==> src/rtl/swrp_pkg.sv <==
// Package for the sliding window rate policer.
// Field widths, register map, sequencer states and shared constants.
// No dependencies.
package swrp_pkg;

	localparam int BYTES_W = 16;
	localparam int TIME_W  = 48;
	localparam int VERD_W  = 2;
	localparam int RATE_W  = 29;
	localparam int MAX_W   = 20;
	localparam int CFG_W   = 16;
	localparam int SUM_W   = 32;
	localparam int EFF_W   = 16;
	localparam int PROD_W  = SUM_W + 13;   // sum * 8000
	localparam int DEN_W   = EFF_W + 10;   // eff * 1000
	localparam int LIMIT_W = MAX_W + CFG_W - 8;
	localparam int TMO_W   = CFG_W + 10;   // timeout * 1000
	localparam int APB_AW  = 4;
	localparam int APB_DW  = 32;

	localparam int DEF_FIFO_DEPTH = 1024;

	localparam logic [MAX_W-1:0] RST_MAX_RATE  = '0;
	localparam logic [CFG_W-1:0] RST_WINDOW    = 16'd5000;
	localparam logic [CFG_W-1:0] RST_TOLERANCE = 16'd512;
	localparam logic [CFG_W-1:0] RST_TIMEOUT   = 16'd30;

	localparam logic [TIME_W:0]     MS_PER_SEC_T = 49'd1000;
	localparam logic [EFF_W-1:0]    MIN_EFF_MS   = 16'd1000;
	localparam logic [12:0]         BITS_X_MS    = 13'd8000;
	localparam logic [9:0]          MS_PER_SEC   = 10'd1000;
	localparam logic [RATE_W-1:0]   RATE_SAT     = '1;

	// register indexes (paddr[3:2])
	localparam logic [1:0] REG_MAX_RATE  = 2'd0;
	localparam logic [1:0] REG_WINDOW    = 2'd1;
	localparam logic [1:0] REG_TOLERANCE = 2'd2;
	localparam logic [1:0] REG_TIMEOUT   = 2'd3;

	typedef enum logic [VERD_W-1:0] {
		VERD_OK         = 2'd0,
		VERD_VIOLATION  = 2'd1,
		VERD_DISCONNECT = 2'd2
	} verdict_t;

	typedef enum logic [3:0] {
		ST_IDLE,
		ST_OVF_RD,
		ST_OVF_POP,
		ST_PUSH,
		ST_RD,
		ST_CHK,
		ST_EFF,
		ST_MUL,
		ST_DIV,
		ST_VERD,
		ST_OFF
	} state_t;

	typedef struct packed {
		logic              start;
		logic [PROD_W-1:0] num;
		logic [DEN_W-1:0]  den;
	} div_req_t;

	typedef struct packed {
		logic              done;
		logic [PROD_W-1:0] quo;
	} div_rsp_t;

endpackage

==> src/rtl/swrp_div.sv <==
// Restoring divider, one quotient bit per cycle (PROD_W quotient bits per request).
// Depends on swrp_pkg.
module swrp_div import swrp_pkg::*; (
	input  logic     clk,
	input  logic     arst_n,
	input  div_req_t req,
	output div_rsp_t rsp
);
	localparam int CNT_W = $clog2(PROD_W + 1);

	logic [DEN_W-1:0]  rem_q;
	logic [DEN_W-1:0]  den_q;
	logic [PROD_W-1:0] quo_q;
	logic [CNT_W-1:0]  cnt_q;
	logic              done_q;
	logic [DEN_W:0]    trial;
	logic              ge;

	assign trial = {rem_q, quo_q[PROD_W-1]};
	assign ge    = trial >= {1'b0, den_q};

	always_ff @(posedge clk or negedge arst_n) begin
		if (!arst_n) begin
			cnt_q  <= '0;
			done_q <= 1'b0;
		end else begin
			done_q <= 1'b0;
			if (req.start) begin
				cnt_q <= CNT_W'(PROD_W);
			end else if (cnt_q != '0) begin
				cnt_q <= cnt_q - 1'b1;
				if (cnt_q == CNT_W'(1)) begin
					done_q <= 1'b1;
				end
			end
		end
	end

	always_ff @(posedge clk) begin
		if (req.start) begin
			rem_q <= '0;
			den_q <= req.den;
			quo_q <= req.num;
		end else if (cnt_q != '0) begin
			rem_q <= ge ? DEN_W'(trial - {1'b0, den_q}) : trial[DEN_W-1:0];
			quo_q <= {quo_q[PROD_W-2:0], ge};
		end
	end

	assign rsp.done = done_q;
	assign rsp.quo  = quo_q;
endmodule

==> config.mk <==
export PLATFORM = sky130hd
export DESIGN_NAME = swrp_div
export DESIGN_NICKNAME = d
export VERILOG_FILES = /design/src/rtl/swrp_pkg.sv /design/src/rtl/swrp_div.sv
export SDC_FILE = /design/constraint.sdc
export NUM_CORES = 1
export LEC_CHECK = 0
export ABC_AREA = 1
export BUFFER_PORTS_ARGS = -buffer_cell sky130_fd_sc_hd__buf_2
export CAP_MARGIN = 20
export CORE_ASPECT_RATIO = 0.6
export CORE_MARGIN = 1
export CORE_UTILIZATION = 51
export DETAILED_ROUTE_END_ITERATION = 12
export PLACE_DENSITY = 0.77
export SETUP_SLACK_MARGIN = 0.05
export SLEW_MARGIN = 30
export SYNTH_ARGS = -nofsm -noshare
export SYNTH_HDL_FRONTEND = slang
export SYNTH_SLANG_ARGS = --single-unit
export TNS_END_PERCENT = 10
==> constraint.sdc <==
create_clock -name clk -period 2 [get_ports clk]
set_clock_uncertainty 0.1 [all_clocks]
set_input_delay 0.2 -clock clk [delete_from_list [all_inputs] [get_ports clk]]
set_output_delay 0.2 -clock clk [all_outputs]
set_load 0.01 [all_outputs]
---- Word level (Yosys, flattened, before mapping) ----
Cells that the tools add are included.
operators by class
  add/sub/neg operators ................... 2
  magnitude comparators ................... 1
  equal/unequal tests ..................... 1
  multiplexer cells ....................... 8
  reductions and logical operators ........ 2
operators by type and width
  kind                                                                count
  45-bit two-way mux                                                  2
  27-bit by 26-bit greater-or-equal comparator with 1-bit output      1
  26-bit two-way mux                                                  1
  26-bit subtractor                                                   1
  6-bit two-way mux                                                   2
  6-bit by 1-bit == test with 1-bit output, second input constant     1
  6-bit nonzero test                                                  1
  6-bit by 1-bit subtractor with 6-bit output, second input constant  1
  1-bit two-way mux                                                   3
  2-bit nonzero test                                                  1
storage, ports and cells
  flip-flop bits (word level) ............. 104
  output and inout bits ................... 46

---- Logic depth before layout (Yosys ltp) ----
  depth in word-level cells ............... 4
  mapped depth ............................ 16
  depth with buffers taken out ............ 16

---- Worst setup path before layout ----
OpenSTA, ideal clock, no wires.
  path kind ............................... register to register
  start point ............................. reg cnt_q[0]
  end point ............................... reg quo_q[0], enable pin
  setup time .............................. 0.385 ns
  data arrival time ....................... 1.683 ns
  required time ........................... 1.515 ns
  slack ................................... -0.168 ns
  cell stages (with the launch flop) ...... 9
  period minus slack after synthesis ...... 2.168 ns
  path through ............................ dfrtp_1 inv_1 ha_1 nand2_1 nor3_2 inv_2 nor2_4 inv_1 buf_2
between the ends
  word-level cells in the longest chain between the ends .. 2
RTL lines
  element                       RTL line        source
  from (decl)                   swrp_div.sv:14  logic [CNT_W-1:0] cnt_q;
  from (signal assigned)        swrp_div.sv:29  cnt_q <= CNT_W'(PROD_W);
  from (signal assigned)        swrp_div.sv:31  cnt_q <= cnt_q - 1'b1;
  6-bit nonzero test            swrp_div.sv:44  end else if (cnt_q != '0) begin
  2-bit nonzero test (no line)  -
  to (signal assigned)          swrp_div.sv:43  quo_q <= req.num;
  to (signal assigned)          swrp_div.sv:46  quo_q <= {quo_q[PROD_W-2:0], ge};
  to (decl)                     swrp_div.sv:13  logic [PROD_W-1:0] quo_q;
No other way between the ends.
A chain may end at the register's enable or synchronous reset.

---- Worst setup path after layout ----
  start point ............................. reg den_q[8]
  end point ............................... reg rem_q[18]
between the ends
  word-level cells in the longest chain between the ends .. 2
RTL lines
  element                                                                                              RTL line                        source
  from (decl)                                                                                          swrp_div.sv:12                  logic [DEN_W-1:0] den_q;
  from (signal assigned)                                                                               swrp_div.sv:42                  den_q <= req.den;
  26-bit subtractor or 27-bit by 26-bit greater-or-equal comparator with 1-bit output (tied branches)  swrp_div.sv:45, swrp_div.sv:20
  26-bit two-way mux (*)                                                                               swrp_div.sv:45                  rem_q <= ge ? DEN_W'(trial - {1'b0, den_q}) : trial[DEN_W-1:0];
  to (signal assigned)                                                                                 swrp_div.sv:45
  to (decl)                                                                                            swrp_div.sv:11                  logic [DEN_W-1:0] rem_q;
Every way passes the cells marked *; elsewhere a longest branch is shown, timed or not.

==> reports/results.ini <==
[synth]
synth.distinct_cells = 37
ys_ff_latch = 104
netlist_area_um2 = 6371
yosysWarnings = 0
ys_top_cells_by_area = edfxtp_1 (33%), nand2_1 (23%), inv_1 (8.4%)
synth_nets = 974
synth_top_area_share_pct = 33.46
synth.avg_cell_area_um2 = 7.315
yosysMostFrequentCell = nand2_1
yosys.area.top_type = edfxtp_1
seq_area_frac_synth_pct = 44.38
synthCells = 871
async_reset_ff_share_pct = 6.731
synth_commonest_cells = nand2_1 (387), inv_1 (143), edfxtp_1 (71)
synth_edf_count = 71
ys.flop_type = edfxtp_1

[die]
initial_utilization_pct = 52.65
die_h_um = 88.58
die_w_um = 146.3
core_um2 = 12100
rows = 31
die_area_um2 = 12960
pin_count = 120

[clocking]
root_buffer = clkbuf_16
clock_latency_ns = 0.36
clock-sinks = 104
cts-htree-levels = 3
cts.clk_slew.worst_paths_ns = 0.08
cts_buffers = 9
tritoncts = done
clk_path_buf_depth = 2

[sta]
fin_crit_sh_pct = 108.7
fmax_mhz = 460.1
fin_crit_ns = 2.173
final_hold_viol_count = 0
rsz0062_at_grt = true
slew_viol_final = 0
tightest_slew_ns = 0.5133
fin_ws_ns = -0.1733
final-setup-viol-count = 27
fin_setup_tns_ns = -3.488
worst_hold_slack_ns = 0.009914
slew_headroom_pct = 65.78

[pwr]
power_density_nw_per_um2 = 1385
power_mw = 13.00
vdd_drop_max_uv = 735.7
p_leak_nw = 4.794

[worst_setup_path]
worstPathArrival_ns = 2.32
end_kind = flip-flop
cp.required_ns = 2.15
crit_type = flip-flop to flip-flop
cp-start-kind = flip-flop
crit_fanout = 7

[hold_path]
hold_class = input pin to flip-flop

[finish]
n_fill_cell = 821
syn_to_final_growth_pct = 47.37
fin_area_um2 = 9389
final_cells = 1277
drive_above_1_share_pct = 37.32
ff_latch_area_um2 = 2828
fin_nets = 1210
multi_input_area_um2 = 3727
diodes = 0

[route]
drc = 0
drt_wl_total_mm = 19.31
num_vias = 6512
drt_iter0_markers = 626
drt_first_pass_iters = 6
wl_per_cell_um = 15.12
antenna_left = 0
viasPerCell = 5.099

[outcome]
failed_checks = setup timing
outcome = finished with violations

[placed_design]
placed_cells = 1215
place.gp.congestion = 0.9545
dpl_cell_area_um2 = 7712
hpwl_mm = 12.31
port_buffers = 119

[grt]
grt_pass1_vias = 5952
grt_pass1_wl_mm = 28.72
track_usage_pct = 28.60
antenna_found_initial = 0
grt_start_max_net_pins = 49
grt_overflow = 0

[flow_run]
maxCapViolCount = 0

-- layout by cell type (no fill, tap or decap), types with 13 or more instances in the layout --
cell           count
inv_1            116
nand3_2           21
nor2_1            21
nand3b_1          17
dfxtp_1           26
nand2_1          322
inv_2             28
nor2_4            13
nand2_2           49
ha_4              26
buf_4             86
nand3_1           41
buf_2            119
dlygate4sd3_1     27
nand2_4           17
edfxtp_1          71
-- flip-flops by register name (all words and copies together), names as in the netlist --
register	count
quo_q	45
den_q	26
rem_q	26
cnt_q	6
done_q	1
-- cell type report --
class                   count  share of cell area [%]
inverters                 145                   5.824
repair buffers            246                   18.70
multi-input cells         601                   39.70
flip-flops and latches    104                   30.12
clock inverters             7                   1.066
well taps                 165                   2.199
clock buffers               9                   2.399
-- power breakdown --
group | switching [mW] | internal (mW) | total, mW | leakage, nW
Sequential | 0.361 | 2.74 | 3.10 | 1.04
Clock | 0.916 | 1.01 | 1.93 | 0.158
Combinational | 4.23 | 3.75 | 7.98 | 3.59
-- per-stage QoR --
stage / worst slack, ns / util (%)
after floorplan: -0.04478 / -
after detailed placement: -0.1701 / 63.73
final: -0.1733 / 77.58
after global routing: -0.2640 / 77.58
after CTS: -0.04692 / 75.06
after global placement: -0.1323 / 63.73
-- cell families after synthesis --
| group | after synthesis | share of synthesized area (%) |
|---|---|---|
| fa+ha+maj | 29 | 5.813 |
| compound gates | 33 | 2.769 |
| flops | 104 | 44.38 |
| xor+xnor | 15 | 2.062 |
| buf+inv | 166 | 10.21 |
| simple gates | 524 | 34.76 |
-- critical path, cell delays in order, from the launching register on --
cell	delay (ns)
edfxtp_1	0.36
inv_1	0.08
ha_4	0.31
nand2_2	0.08
inv_1	0.08
nand2_1	0.08
nor2_2	0.12
nand2_1	0.07
nand3_2	0.09
nand3_4	0.10
nand2_4	0.14
buf_12	0.12
buf_12	0.12
nand2_1	0.05
nand3_1	0.07
nand2_1	0.06
-- metal layers --
metal,wire (um),global-route usage (%)
met1,8906,41.99
met2,8619,43.16
met3,1544,5.928
met4,243,7.197
met5,0,0
-- timing repair --
action,CTS,global route
pin swaps,38,51
setup endpoints to repair,27,74
hold endpoints to repair,33,0
gates cloned,2,0
hold buffers,27,0
setup buffers,14,5
gates resized for setup,121,92
-- path summary, 6_finish.rpt --
| path | start | to | slack [ns] | depth (start not counted) |
|---|---|---|---|---|
| max reg2reg | den_q[8]$_DFFE_PP_ | rem_q[18]$_SDFFE_PP0P_ | -0.17 | 15 |
| max | den_q[8]$_DFFE_PP_ | rem_q[18]$_SDFFE_PP0P_ | -0.17 | 15 |
| max in group asynchronous | arst_n | cnt_q[5]$_DFFE_PN0P_ | 1.53 | 2 |
| min | req[59] | quo_q[33]$_DFFE_PP_ | 0.01 | 3 |
| min in group asynchronous | arst_n | done_q$_DFF_PN0_ | 0.10 | 2 |
| min reg2reg | rem_q[25]$_SDFFE_PP0P_ | rem_q[25]$_SDFFE_PP0P_ | 0.38 | 2 |
No activity file was read; power rests on OpenSTA's default activity.
